File: src/rtl/core/binary_majority_filter_5x5_defines.svh
`ifndef BINARY_MAJORITY_FILTER_5X5_DEFINES_SVH
`define BINARY_MAJORITY_FILTER_5X5_DEFINES_SVH

// Check that a condition implies another one in the same cycle.
`define BMF5_ASSERT_SAME(label, ante, cons, msg) \
  label: assert property (@(posedge clk) disable iff (rst) (ante) |-> (cons)) \
    else $error(msg);

// Check that a condition implies another one in the following cycle.
`define BMF5_ASSERT_NEXT(label, ante, cons, msg) \
  label: assert property (@(posedge clk) disable iff (rst) (ante) |=> (cons)) \
    else $error(msg);

`endif

File: src/rtl/core/bmf5_pkg.sv
package bmf5_pkg;

  // Map limits and register widths
  localparam int MAX_WIDTH  = 1024;
  localparam int MAX_HEIGHT = 1024;
  localparam int MIN_DIM    = 5;
  localparam int DIM_W      = 11;

  // Counter widths: output rows stay inside the map, input rows run two rows past it
  localparam int COL_W  = $clog2(MAX_WIDTH);
  localparam int OROW_W = $clog2(MAX_HEIGHT);
  localparam int IROW_W = $clog2(MAX_HEIGHT + 3);

  // Window geometry
  localparam int WIN      = 5;
  localparam int CENTER   = 2;
  localparam int LB_ROWS  = WIN - 1;
  localparam int CCNT_W   = 3;
  localparam int CNT_W    = 5;
  localparam logic [CNT_W-1:0] KEEP_COUNT = 5'd12;

  // Configuration register indexes
  localparam int REG_IDX_W = 1;
  typedef enum logic [REG_IDX_W-1:0] {
    REG_MAP_WIDTH  = 1'b0,
    REG_MAP_HEIGHT = 1'b1
  } reg_idx_t;

  typedef logic [DIM_W-1:0]   dim_t;
  typedef logic [COL_W-1:0]   col_t;
  typedef logic [OROW_W-1:0]  orow_t;
  typedef logic [IROW_W-1:0]  irow_t;
  typedef logic [LB_ROWS-1:0] lb_word_t;
  typedef logic [WIN-1:0]     win_col_t;
  typedef logic [CCNT_W-1:0]  ccnt_t;
  typedef logic [CNT_W-1:0]   cnt_t;

  // Position of the cell whose result an item yields
  typedef struct packed {
    orow_t orow;
    col_t  ocol;
  } pos_t;

  // One accepted request on its way to the window stage
  typedef struct packed {
    logic wall;
    col_t col;
    logic produce;
    logic last;
    pos_t pos;
  } stage_t;

  // Clamp a written dimension into the supported range
  function automatic dim_t clamp_dim(input dim_t v, input dim_t hi);
    if (v < dim_t'(MIN_DIM)) begin
      return dim_t'(MIN_DIM);
    end else if (v > hi) begin
      return hi;
    end
    return v;
  endfunction

endpackage

File: src/rtl/core/bmf5_channels.sv
// Input channel: one map cell per request
interface bmf5_in_if;
  logic valid;
  logic ready;
  logic cell_in;
  logic flush;

  modport source (output valid, cell_in, flush, input ready);
  modport sink   (input valid, cell_in, flush, output ready);
endinterface

// Output channel: one smoothed cell per request
interface bmf5_out_if;
  logic valid;
  logic ready;
  logic cell_out;
  logic frame_last;

  modport source (output valid, cell_out, frame_last, input ready);
  modport sink   (input valid, cell_out, frame_last, output ready);
endinterface

File: src/rtl/core/bmf5_line_buffer.sv
module bmf5_line_buffer (
  input  logic              clk,
  input  logic              rd_en,
  input  bmf5_pkg::col_t    rd_addr,
  output bmf5_pkg::lb_word_t rd_data,
  input  logic              wr_en,
  input  bmf5_pkg::col_t    wr_addr,
  input  bmf5_pkg::lb_word_t wr_data
);

  // Four previous rows per column, newest row in bit 0
  bmf5_pkg::lb_word_t mem [bmf5_pkg::MAX_WIDTH];

  // Read port, data registered
  always_ff @(posedge clk) begin
    if (rd_en) begin
      rd_data <= mem[rd_addr];
    end
  end

  // Write port
  always_ff @(posedge clk) begin
    if (wr_en) begin
      mem[wr_addr] <= wr_data;
    end
  end

endmodule

File: src/rtl/core/bmf5_window.sv
module bmf5_window (
  input  logic               clk,
  input  logic               shift,
  input  logic               new_wall,
  input  bmf5_pkg::pos_t     pos,
  input  bmf5_pkg::lb_word_t lb_rd,
  input  bmf5_pkg::dim_t     map_width,
  input  bmf5_pkg::dim_t     map_height,
  output logic               cell_out,
  output bmf5_pkg::lb_word_t lb_wr
);

  // Older window columns; column k of the full window is k requests old
  bmf5_pkg::win_col_t win_q [bmf5_pkg::WIN-1];
  bmf5_pkg::win_col_t cur   [bmf5_pkg::WIN];
  logic [bmf5_pkg::WIN-1:0] col_ok;
  logic [bmf5_pkg::WIN-1:0] row_ok;
  bmf5_pkg::ccnt_t col_cnt [bmf5_pkg::WIN];
  bmf5_pkg::cnt_t  walls;
  logic            center;

  // Assemble the window: new column from the input cell over the line buffer rows
  always_comb begin
    cur[0] = {lb_rd, new_wall};
    for (int k = 1; k < bmf5_pkg::WIN; k++) begin
      cur[k] = win_q[k-1];
    end
  end

  // Advance the window by one column per request
  always_ff @(posedge clk) begin
    if (shift) begin
      win_q[0] <= cur[0];
      for (int k = 1; k < bmf5_pkg::WIN - 1; k++) begin
        win_q[k] <= win_q[k-1];
      end
    end
  end

  // Push the column down the line buffer
  assign lb_wr = {lb_rd[bmf5_pkg::LB_ROWS-2:0], new_wall};

  // Mark window columns inside the map (column 0 is two right of the center)
  assign col_ok[0] = (bmf5_pkg::dim_t'(pos.ocol) + bmf5_pkg::dim_t'(2)) < map_width;
  assign col_ok[1] = (bmf5_pkg::dim_t'(pos.ocol) + bmf5_pkg::dim_t'(1)) < map_width;
  assign col_ok[2] = 1'b1;
  assign col_ok[3] = (pos.ocol != '0);
  assign col_ok[4] = (pos.ocol[bmf5_pkg::COL_W-1:1] != '0);

  // Mark window rows inside the map (bit 0 is two rows below the center)
  assign row_ok[0] = (bmf5_pkg::dim_t'(pos.orow) + bmf5_pkg::dim_t'(2)) < map_height;
  assign row_ok[1] = (bmf5_pkg::dim_t'(pos.orow) + bmf5_pkg::dim_t'(1)) < map_height;
  assign row_ok[2] = 1'b1;
  assign row_ok[3] = (pos.orow != '0);
  assign row_ok[4] = (pos.orow[bmf5_pkg::OROW_W-1:1] != '0);

  // Count walls per column, outside positions as walls, center left out
  always_comb begin
    for (int k = 0; k < bmf5_pkg::WIN; k++) begin
      col_cnt[k] = '0;
      for (int j = 0; j < bmf5_pkg::WIN; j++) begin
        if (!(k == bmf5_pkg::CENTER && j == bmf5_pkg::CENTER)) begin
          col_cnt[k] = col_cnt[k]
                     + bmf5_pkg::ccnt_t'({~(row_ok[j] & col_ok[k]) | cur[k][j]});
        end
      end
    end
  end

  // Sum the column counts
  always_comb begin
    walls = '0;
    for (int k = 0; k < bmf5_pkg::WIN; k++) begin
      walls = walls + bmf5_pkg::cnt_t'(col_cnt[k]);
    end
  end

  // Majority decision, tie keeps the center
  assign center = cur[bmf5_pkg::CENTER][bmf5_pkg::CENTER];

  always_comb begin
    if (walls > bmf5_pkg::KEEP_COUNT) begin
      cell_out = 1'b1;
    end else if (walls < bmf5_pkg::KEEP_COUNT) begin
      cell_out = 1'b0;
    end else begin
      cell_out = center;
    end
  end

endmodule

File: src/rtl/core/binary_majority_filter_5x5.sv
// Channel     Role     Payload                  Handshake
// map_cells   sink     cell_in, flush           valid / ready
// smoothed    source   cell_out, frame_last     valid / ready
// cfg         write    cfg_index, cfg_wdata     cfg_we, always taken
//
// One request per clock sustained while results are not stalled; a request is held
// in the input stage (line buffer read) and then enters the window stage, which
// loads the result register. Results trail requests by 2*map_width+2 items; the
// first ones of a frame give no result. Reset clears control state only: line
// buffer and window contents are masked by frame position. A stalled result
// holds the window stage, and the input stage then takes a request only while
// it is empty.
`include "binary_majority_filter_5x5_defines.svh"

module binary_majority_filter_5x5 (
  input  logic                                clk,
  input  logic                                rst,
  input  logic                                cfg_we,
  input  logic [bmf5_pkg::REG_IDX_W-1:0]      cfg_index,
  input  logic [bmf5_pkg::DIM_W-1:0]          cfg_wdata,
  bmf5_in_if.sink                             map_cells,
  bmf5_out_if.source                          smoothed
);

  bmf5_pkg::dim_t  map_width;
  bmf5_pkg::dim_t  map_height;
  bmf5_pkg::col_t  in_column;
  bmf5_pkg::irow_t in_row;
  bmf5_pkg::orow_t out_row;
  bmf5_pkg::col_t  out_col;

  bmf5_pkg::stage_t   s1;
  logic               s1_valid;
  logic               s1_adv;
  logic               accept;
  logic               acc_produce;
  logic               acc_last;
  logic               in_col_end;
  logic               out_col_end;
  bmf5_pkg::lb_word_t lb_rd;
  bmf5_pkg::lb_word_t lb_wr;
  logic               win_cell;

  logic out_valid;
  logic out_cell;
  logic out_last;

  // Handshake: the input stage empties whenever the window stage moves
  assign s1_adv          = s1_valid && (!out_valid || smoothed.ready);
  assign map_cells.ready = !s1_valid || s1_adv;
  assign accept          = map_cells.valid && map_cells.ready;

  // Frame position of the incoming request
  assign in_col_end  = (bmf5_pkg::dim_t'(in_column) == map_width - bmf5_pkg::dim_t'(1));
  assign out_col_end = (bmf5_pkg::dim_t'(out_col) == map_width - bmf5_pkg::dim_t'(1));
  assign acc_produce = (in_row > bmf5_pkg::irow_t'(2))
                    || (in_row == bmf5_pkg::irow_t'(2) && in_column >= bmf5_pkg::col_t'(2));
  assign acc_last    = acc_produce && out_col_end
                    && (bmf5_pkg::dim_t'(out_row) == map_height - bmf5_pkg::dim_t'(1));

  // Configuration registers and frame counters
  always_ff @(posedge clk) begin
    if (rst) begin
      map_width  <= bmf5_pkg::dim_t'(64);
      map_height <= bmf5_pkg::dim_t'(64);
      in_column  <= '0;
      in_row     <= '0;
      out_row    <= '0;
      out_col    <= '0;
    end else if (cfg_we) begin
      unique case (bmf5_pkg::reg_idx_t'(cfg_index))
        bmf5_pkg::REG_MAP_WIDTH: begin
          map_width <= bmf5_pkg::clamp_dim(cfg_wdata, bmf5_pkg::dim_t'(bmf5_pkg::MAX_WIDTH));
        end
        bmf5_pkg::REG_MAP_HEIGHT: begin
          map_height <= bmf5_pkg::clamp_dim(cfg_wdata,
                                            bmf5_pkg::dim_t'(bmf5_pkg::MAX_HEIGHT));
        end
      endcase
      in_column <= '0;
      in_row    <= '0;
      out_row   <= '0;
      out_col   <= '0;
    end else if (accept) begin
      if (acc_last) begin
        in_column <= '0;
        in_row    <= '0;
        out_row   <= '0;
        out_col   <= '0;
      end else begin
        if (in_col_end) begin
          in_column <= '0;
          in_row    <= in_row + bmf5_pkg::irow_t'(1);
        end else begin
          in_column <= in_column + bmf5_pkg::col_t'(1);
        end
        if (acc_produce) begin
          if (out_col_end) begin
            out_col <= '0;
            out_row <= out_row + bmf5_pkg::orow_t'(1);
          end else begin
            out_col <= out_col + bmf5_pkg::col_t'(1);
          end
        end
      end
    end
  end

  // Input stage: hold the request while its line buffer word is read
  always_ff @(posedge clk) begin
    if (rst) begin
      s1_valid <= 1'b0;
    end else if (accept) begin
      s1_valid <= 1'b1;
    end else if (s1_adv) begin
      s1_valid <= 1'b0;
    end
  end

  always_ff @(posedge clk) begin
    if (accept) begin
      s1.wall     <= map_cells.cell_in & ~map_cells.flush;
      s1.col      <= in_column;
      s1.produce  <= acc_produce;
      s1.last     <= acc_last;
      s1.pos.orow <= out_row;
      s1.pos.ocol <= out_col;
    end
  end

  bmf5_line_buffer u_line_buffer (
    .clk     (clk),
    .rd_en   (accept),
    .rd_addr (in_column),
    .rd_data (lb_rd),
    .wr_en   (s1_adv),
    .wr_addr (s1.col),
    .wr_data (lb_wr)
  );

  bmf5_window u_window (
    .clk        (clk),
    .shift      (s1_adv),
    .new_wall   (s1.wall),
    .pos        (s1.pos),
    .lb_rd      (lb_rd),
    .map_width  (map_width),
    .map_height (map_height),
    .cell_out   (win_cell),
    .lb_wr      (lb_wr)
  );

  // Result register
  always_ff @(posedge clk) begin
    if (rst) begin
      out_valid <= 1'b0;
    end else if (s1_adv) begin
      out_valid <= s1.produce;
    end else if (smoothed.ready) begin
      out_valid <= 1'b0;
    end
  end

  always_ff @(posedge clk) begin
    if (s1_adv && s1.produce) begin
      out_cell <= win_cell;
      out_last <= s1.last;
    end
  end

  assign smoothed.valid      = out_valid;
  assign smoothed.cell_out   = out_cell;
  assign smoothed.frame_last = out_last;

  // Line buffer read and write never meet on one column inside a frame
  `BMF5_ASSERT_SAME(a_lb_port_split, accept && s1_adv && (in_column != '0), in_column != s1.col, "line buffer read and write hit the same column")
  // The last request of a frame restarts every frame counter
  `BMF5_ASSERT_NEXT(a_frame_restart, accept && acc_last, (in_column == '0) && (in_row == '0) && (out_row == '0) && (out_col == '0), "frame counters not restarted after frame end")
  // The result position stays inside the map
  `BMF5_ASSERT_SAME(a_out_pos_range, 1'b1, (bmf5_pkg::dim_t'(out_row) < map_height) && (bmf5_pkg::dim_t'(out_col) < map_width), "result position outside the map")

endmodule

File: src/flat_wrapper.sv
// flat-port wrapper written by rule: the top's interface ports become plain ports
module binary_majority_filter_5x5_flat 
  (clk, rst, cfg_we, cfg_index, cfg_wdata, map_cells_valid, map_cells_cell_in, map_cells_flush, map_cells_ready, smoothed_valid, smoothed_cell_out, smoothed_frame_last, smoothed_ready);
  bmf5_in_if map_cells_i ();
  bmf5_out_if smoothed_i ();
  input  logic clk;
  input  logic rst;
  input  logic cfg_we;
  input  logic [bmf5_pkg::REG_IDX_W-1:0] cfg_index;
  input  logic [bmf5_pkg::DIM_W-1:0] cfg_wdata;
  input wire logic [$bits(map_cells_i.valid)-1:0] map_cells_valid;
  input wire logic [$bits(map_cells_i.cell_in)-1:0] map_cells_cell_in;
  input wire logic [$bits(map_cells_i.flush)-1:0] map_cells_flush;
  output wire logic [$bits(map_cells_i.ready)-1:0] map_cells_ready;
  output wire logic [$bits(smoothed_i.valid)-1:0] smoothed_valid;
  output wire logic [$bits(smoothed_i.cell_out)-1:0] smoothed_cell_out;
  output wire logic [$bits(smoothed_i.frame_last)-1:0] smoothed_frame_last;
  input wire logic [$bits(smoothed_i.ready)-1:0] smoothed_ready;
  assign map_cells_i.valid = map_cells_valid;
  assign map_cells_i.cell_in = map_cells_cell_in;
  assign map_cells_i.flush = map_cells_flush;
  assign map_cells_ready = map_cells_i.ready;
  assign smoothed_valid = smoothed_i.valid;
  assign smoothed_cell_out = smoothed_i.cell_out;
  assign smoothed_frame_last = smoothed_i.frame_last;
  assign smoothed_i.ready = smoothed_ready;
  binary_majority_filter_5x5 u_core (.clk(clk), .rst(rst), .cfg_we(cfg_we), .cfg_index(cfg_index), .cfg_wdata(cfg_wdata), .map_cells(map_cells_i), .smoothed(smoothed_i));
endmodule
File: config.mk
export PLATFORM = sky130hd
export DESIGN_NAME = binary_majority_filter_5x5_flat
export DESIGN_NICKNAME = d
export VERILOG_FILES = /design/src/rtl/core/bmf5_pkg.sv /design/src/rtl/core/bmf5_channels.sv /design/src/rtl/core/bmf5_line_buffer.sv /design/src/rtl/core/bmf5_window.sv /design/src/rtl/core/binary_majority_filter_5x5.sv /design/src/flat_wrapper.sv
export VERILOG_INCLUDE_DIRS = /design/src /design/src/rtl/core
export SDC_FILE = /design/constraint.sdc
export NUM_CORES = 2
export LEC_CHECK = 0
export ABC_AREA = 0
export BUFFER_PORTS_ARGS = -buffer_cell sky130_fd_sc_hd__buf_2
export CAP_MARGIN = 20
export CORE_MARGIN = 2
export CORE_UTILIZATION = 58
export DETAILED_ROUTE_END_ITERATION = 8
export HOLD_SLACK_MARGIN = 0.12
export PLACE_DENSITY = 0.78
export SYNTH_ARGS = -nofsm -noshare
export SYNTH_HDL_FRONTEND = slang
export SYNTH_HIERARCHICAL = 1
export SYNTH_MEMORY_MAX_BITS = 65536
export SYNTH_SLANG_ARGS = --single-unit
File: constraint.sdc
create_clock -name clk -period 17.42 [get_ports clk]
set_input_delay 0.871 -clock clk [delete_from_list [all_inputs] [get_ports clk]]
set_output_delay 0.871 -clock clk [all_outputs]
set_load 0.01 [all_outputs]
Word level (Yosys, flattened, before mapping)
Memory sizes are Yosys's and may differ from the RTL's. A register that Yosys moved wholly into a read port is not among the register bits.
Index checks and enable logic that the tools add are counted.

storage, ports and cells
  bits of input ports = 19
  output and inout bits = 4
  memories kept = 2
  bits in writable memories = 4116
  logic and storage cells = 187
  register bits after elaboration = 100

memory list
  memory                    words  bits a word  rd ports  clocked after Yosys merged registers in  wr ports  line                    text
  u_core.u_line_buffer.mem  1024   4            1         1                                        1         bmf5_line_buffer.sv:12  bmf5_pkg::lb_word_t mem [bmf5_pkg::MAX_WIDTH];
  u_core.u_window.win_q     4      5            4         0                                        4         bmf5_window.sv:14       bmf5_pkg::win_col_t win_q [bmf5_pkg::WIN-1];

operators by class
  magnitude comparators = 10
  multiplexer cells = 29
  $add $sub $neg = 33
  equality and inequality tests = 4
  reduce and logical (&&, ||, !) cells = 26
  bitwise logic cells = 67

operators by type and width
  cell                                                                count
  2-to-1 mux 10 bit                                                   8
  2-to-1 mux 11 bit                                                   6
  less-than comparator 11 bit                                         4
  equality test 10 x 11 -> 1 bit                                      3
  adder 10 x 1 -> 10 bit, second input constant                       3
  adder 3 x 1 -> 3 bit                                                9
  NOT 1 bit                                                           26
  bitwise OR 1 bit                                                    24
  adder 10 x 1 -> 11 bit, second input constant                       2
  adder 10 x 2 -> 11 bit, second input constant                       2
  subtractor 11 x 1 -> 11 bit, second input constant                  2
  nonzero test 10 bit                                                 2
  nonzero test 9 bit                                                  2
  AND 1 bit                                                           17
  adder 2 x 1 -> 3 bit                                                5
  2-to-1 mux 1 bit                                                    15
  adder 11 x 1 -> 11 bit, second input constant                       1
  equality test 11 x 2 -> 1 bit, second input constant                1
  > comparator 11 bit, second input constant                          1
  > comparator 11 x 2 -> 1 bit, second input constant                 1
  less-than comparator 11 x 3 -> 1 bit, second input constant         1
  adder 1 x 1 -> 2 bit                                                5
  adder 5 x 3 -> 5 bit                                                2
  greater-or-equal comparator 10 x 2 -> 1 bit, second input constant  1
  11 further kinds                                                    26

Logic depth before layout (Yosys ltp)
  depth in word-level cells = 15
  gate-level depth with buffers = 26
  mapped depth without buffers = 25

Cells and area by module
The synthesis kept the hierarchy.

modules (own cells, without submodules)
  module                      cells each  area an instance (um^2)  seq. area each (um^2)  times used
  bmf5_line_buffer            8290        162138.0                 123118.1               1
  binary_majority_filter_5x5  576         5195.0                   2352.3                 1
  bmf5_window                 325         2906.5                   600.6                  1

Worst setup path before layout
OpenSTA, ideal clock, no wires.

  path type = reg-to-reg
  from = reg, netlist name u_core/s1[2]
  to = reg u_core.out_cell, in the netlist u_core/smoothed.cell_out, data pin
  arrival time = 6.060 ns
  stages on the path, launching flop included = 25
  library setup time = 0.263 ns
  data required time = 17.157 ns
  buffers on the path = 0
  setup slack = 11.097 ns
  period minus slack after synthesis = 6.323 ns
  cells stage by stage = edfxtp_1 ha_1 and3_1 nand2_1 xnor2_1 ha_1 nand3_1 or2_2 a31oi_1 or4_4 or3_1 fa_1 inv_1 fa_1 inv_1 fa_1 fa_1 fa_1 ha_1 inv_1 fa_1 nor2b_1 a22oi_1 o211ai_1 nand3b_1

on the way
  cells in the longest elaborated chain, start to end = 15
  elaborated cells between the ends (all ways) = 85
  those cells by class = add/sub (22); order compare (4); mux (1); bitwise (56); reduce/logical (2)

ends and longest elaborated chain
  item                                                                     line                                  text
  adder 10 x 2 -> 11 bit / adder 10 x 1 -> 11 bit (equally long branches)  bmf5_window.sv:44, bmf5_window.sv:45
  less-than comparator 11 bit, on equally long branches                    bmf5_window.sv:44, bmf5_window.sv:45
  AND 1 bit                                                                bmf5_window.sv:64                     + bmf5_pkg::ccnt_t'({~(row_ok[j] & col_ok[k]) | cur[k][j]});
  NOT 1 bit                                                                bmf5_window.sv:64
  bitwise OR 1 bit                                                         bmf5_window.sv:64
  adder 1 x 1 -> 2 bit                                                     bmf5_window.sv:64
  adder 2 x 1 -> 3 bit                                                     bmf5_window.sv:64
  adder 3 x 1 -> 3 bit (2 in series)                                       bmf5_window.sv:64
  adder 3 x 3 -> 4 bit                                                     bmf5_window.sv:74                     walls = walls + bmf5_pkg::cnt_t'(col_cnt[k]);
  adder 4 x 3 -> 5 bit                                                     bmf5_window.sv:74
  adder 5 x 3 -> 5 bit                                                     bmf5_window.sv:74
  adder 5 x 3 -> 5 bit (*)                                                 bmf5_window.sv:74
  less-than comparator 5 x 4 -> 1 bit                                      bmf5_window.sv:84                     end else if (walls < bmf5_pkg::KEEP_COUNT) begin
  2-to-1 mux 1 bit                                                         bmf5_window.sv:84
  to (signal assigned)                                                     binary_majority_filter_5x5.sv:166     out_cell <= win_cell;
  to (decl)                                                                binary_majority_filter_5x5.sv:45      logic out_cell;

Mark *: on every way between the ends. The rest lies on a longest branch, timed or not.
A chain may end at the register's enable or synchronous reset.

Worst setup path after layout
  from = reg, netlist name u_core/s1[11]
  to = reg u_core.out_cell, in the netlist u_core/smoothed.cell_out, data pin

on the way
  cells in the longest elaborated chain, start to end = 15
  elaborated cells between the ends (all ways) = 88
  those cells by class = add/sub (25); order compare (4); mux (1); bitwise (56); reduce/logical (2)

ends and longest elaborated chain
  item                                                                     line
  adder 10 x 2 -> 11 bit / adder 10 x 1 -> 11 bit (equally long branches)  bmf5_window.sv:51, bmf5_window.sv:52
  less-than comparator 11 bit, on equally long branches                    bmf5_window.sv:51, bmf5_window.sv:52
  AND 1 bit                                                                bmf5_window.sv:64
  NOT 1 bit                                                                bmf5_window.sv:64
  bitwise OR 1 bit                                                         bmf5_window.sv:64
  adder 1 x 1 -> 2 bit                                                     bmf5_window.sv:64
  adder 2 x 1 -> 3 bit                                                     bmf5_window.sv:64
  adder 3 x 1 -> 3 bit (2 in series)                                       bmf5_window.sv:64
  adder 3 x 3 -> 4 bit                                                     bmf5_window.sv:74
  adder 4 x 3 -> 5 bit                                                     bmf5_window.sv:74
  adder 5 x 3 -> 5 bit                                                     bmf5_window.sv:74
  adder 5 x 3 -> 5 bit (*)                                                 bmf5_window.sv:74
  less-than comparator 5 x 4 -> 1 bit                                      bmf5_window.sv:84
  2-to-1 mux 1 bit                                                         bmf5_window.sv:84

Marks and branches as above.

==> reports/results.tsv <==
metric	value	unit
worst_pin_slew	1.26	ns
dieArea	298000	µm²
synth_top_family_by_area	multiplexers	
worstHoldEndpoint	u_core/s1_valid$_SDFFE_PP0P_	
pre_cts_slack	10.34	ns
drtIter0Drc	17200	
grt_max_degree	252	
place.port_buffers	22	
cts_max_level	5	
synth_ff_type	edfxtp_1	
synth_edf_count	4155	
synth_top_area_share	0.733	
synth_cell_type_count	93	
p_leak	55.9	nW
slowest_delay	0.55	ns
fin_nets	9306	
die_h	546	µm
synth_area_leaders	edfxtp_1, mux4_2, mux2i_1	
p_total	20.5	mW
drt_wl_total	463	mm
post_cts_buffers	0	
fin_crit	7.02	ns
net-switching-power	4.22	mW
seq_area_frac_synth	0.741	
cp_max_fo	7	
grt_usage	0.308	
clock_sinks	4220	
synth-simple-area-share	0.0493	
slew_viol_final	0	
cp_cell_sequence	ha_1 -> and3_1 -> and3_1 -> xor2_1 -> ha_1 -> a21oi_1 -> nand2_1 -> a211oi_1 -> o21ai_0 -> or2_2 -> fa_1 -> inv_1 -> fa_1 -> inv_1 -> fa_1 -> fa_1 -> fa_1 -> ha_1 -> inv_1 -> fa_1 -> nor2b_1 -> a22oi_1 -> o211ai_1 -> nand3b_1	
critPathArrivalTime	7.71	ns
place_congestion	0.893	
vdd_drop_max	0.000111	V
hold_viol	0	
yosys.area_share.xor_xnor	0.00448	
intPower	16.3	mW
cts_buffers	400	
setup-violations-final	0	
grt_overflow_total	0	
reg2reg_depth	24	
pwr-share-seq	0.543	
cts_resized	0	
cts_buffer_depth	4	
async_reset_ff_frac	0	
cp.required	18.10	ns
synth.avg_cell_area	18.5	µm²
syn_inst	9191	
layout_setup_ws	10.40	ns
syn-num-nets	9290	
min_path_cells	3	
yosysWarnings	6	
r2r-end	u_core/smoothed.cell_out$_DFFE_PP_	
syn_area	170000	µm²
power.share.combinational	0.036	
start_kind	flip-flop	
crit_top_cell	fa_1	
drv_cap	0	
die_x	546	µm
synth_mux_area_frac	0.145	
drc	1	
worst_hold_startpoint	map_cells_valid	
hold_class	primary input to flip-flop	
worstSetupPathType	flip-flop to flip-flop	
synth_seq_cells	4220	
vias	94100	
antenna_found_initial	30	
status	complete, but fails checks	
synth_compound_area_frac	0.0331	
p_sw_frac	0.206	
power_frac_clock	0.420	
path_clk_slew	0.06	ns
drive_gt1_frac	0.189	
worstSetupEndpointType	flip-flop	
fin_skew	0.0588	ns
holdBufCountCts	0	
max_freq	142	MHz
power-per-cell-area	109	nW/µm²
dp_hpwl	262	mm
initial_utilization	0.584	
synth_top_area_cell	edfxtp_1	
post-route-period-util	0.403	
ant_nets	0	
grt_setup_unrepaired	false	
dr.pass1.iters	9	
r2r_start	u_core/s1[11]$_DFFE_PP_	
tritoncts	yes	
synthAdderAreaFrac	0.00663	
via_per_inst	6.99	
area_growth	10.1	%
ios	23	
tns	0	ns
wl_per_cell	34.4	µm
r2r_slack	10.40	ns
row_count	198	
cts-root-buf	clkbuf_16	
clock_latency	0.94	ns
grt_pass1_wl	663	mm
violations	DRC	
first_global_vias	92900	
max-slew-margin-rel	0.157	
coreArea	292000	µm²
critPathSlowestCell	fa_1	
[flip-flops by register name, summed over array words and instances (netlist names), 4 cells and up]
signal / count
u_core/u_line_buffer/mem: 4096
u_core/u_window/win_q: 20
u_core/map_width: 11
u_core/out_row: 10
u_core/in_column: 10
u_core/in_row: 11
u_core/out_col: 10
u_core/u_line_buffer/rd_data: 4
u_core/s1: 33
u_core/map_height: 11
[worst max-delay path, delay by kind of cell, from the launching register on]
family / cells / cell delay, ns
adder cells (fa/ha/maj): 9 / 3.78
flip-flops: 1 / 0.49
XOR/XNOR: 1 / 0.16
buffers and inverters: 3 / 0.19
AO/OA/AOI/OAI: 5 / 0.98
AND/OR/NAND/NOR: 6 / 1.21
[kinds of logic (layout without fill, tap and decap cells)]
family | after synthesis | after routing
DFF | 4220 | 4220
xor gates and xnor gates | 87 | 87
muxes | 1362 | 1362
adders and majority gates | 80 | 80
and+or+nand+nor | 1933 | 1933
AOI/OAI and AO/OA | 804 | 804
other | 0 | 27
buffers and inverters | 705 | 1035
[synthesized netlist by cell type (all sizes together), types with 30 or more instances]
library cell,n
a21oi,182
a221oi,30
a22oi,82
and3,32
buf,308
clkbuf,323
dfxtp,65
edfxtp,4155
ha,63
inv,73
mux2i,462
mux4,875
nand2,246
nand3,114
nor2,1178
nor3,139
nor4,39
o21ai,86
o221ai,169
o22ai,93
xnor2,52
xor2,35
[worst max-delay path by stage]
stage | from | to | slack [ns] | cells after the start
CTS | u_core/s1[11]$_DFFE_PP_ | u_core/smoothed.cell_out$_DFFE_PP_ | 10.36 | 24
global route | u_core/s1[11]$_DFFE_PP_ | u_core/smoothed.cell_out$_DFFE_PP_ | 10.10 | 24
finish | u_core/s1[11]$_DFFE_PP_ | u_core/smoothed.cell_out$_DFFE_PP_ | 10.40 | 24
global placement | u_core/s1[11]$_DFFE_PP_ | u_core/smoothed.cell_out$_DFFE_PP_ | 10.34 | 24
detailed placement | u_core/s1[11]$_DFFE_PP_ | u_core/smoothed.cell_out$_DFFE_PP_ | 10.34 | 24
floorplan | u_core/s1[2]$_DFFE_PP_ | u_core/smoothed.cell_out$_DFFE_PP_ | 11.10 | 24
[placed cells by master (no fill, tap or decap), drive strengths merged, types with 16 or more instances in the layout]
| cell type | netlist | final |
|---|---|---|
| mux2i | 462 | 462 |
| nand4 | 25 | 25 |
| a22oi | 82 | 82 |
| xor2 | 35 | 35 |
| nor3 | 139 | 139 |
| o21ai | 86 | 86 |
| clkbuf | 323 | 486 |
| diode | 0 | 27 |
| clkinv | 1 | 162 |
| edfxtp | 4155 | 4155 |
| dfxtp | 65 | 65 |
| a211oi | 16 | 16 |
| a221oi | 30 | 30 |
| or4 | 17 | 17 |
| and3 | 32 | 32 |
| bufinv | 0 | 40 |
| inv | 73 | 82 |
| nand2b | 21 | 21 |
| mux4 | 875 | 875 |
| clkinvlp | 0 | 21 |
| nor4 | 39 | 39 |
| o221ai | 169 | 169 |
| buf | 308 | 243 |
| nand3 | 114 | 114 |
| nor2 | 1178 | 1178 |
| fa | 17 | 17 |
| nand2 | 246 | 246 |
| a31oi | 17 | 17 |
| ha | 63 | 63 |
| or2 | 18 | 18 |
| a21oi | 182 | 182 |
| nor2b | 25 | 25 |
| o22ai | 93 | 93 |
| xnor2 | 52 | 52 |
| mux2 | 25 | 25 |
[per-layer routing]
layer  wire length [µm]  up-vias  GRT usage
met1             157000    48000      0.414
li1                   -    37100          -
met5                 79        -          0
met3              67000     1247     0.0855
met2             214000     7666      0.471
met4              24700       14      0.145
[power by group through the flow]
stage                     Clock (mW)  Combinational, mW  Sequential [mW]
after floorplan                    0              0.531             11.4
after global placement             0              0.711             11.4
after detailed placement           0              0.726             11.4
after CTS                       8.66              0.732             11.2
after global routing            9.03              0.796             11.1
final                           8.63              0.743             11.2
[through the flow]
step	utilization	area [µm²]	cells	hold slack, ns
5_1_grt	0.643	187000	13400	0.230
6_report	0.643	187000	13400	0.217
3_5_place_dp	0.598	174000	12700	0.421
3_3_place_gp	0.597	174000	12700	0.405
2_1_floorplan	-	170000	9191	0.400
4_1_cts	0.642	187000	13400	0.169
[final cells by class]
class	count	area (µm²)
inverters	74	290
diodes	27	67.6
flip-flops and latches	4220	126000
fillers	18500	104000
well taps	3900	4880
repair buffers	245	2410
multi-input cells	4266	41000
clock inverters	231	2230
clock buffers	485	10500
Power figures use the tool's default switching activity.
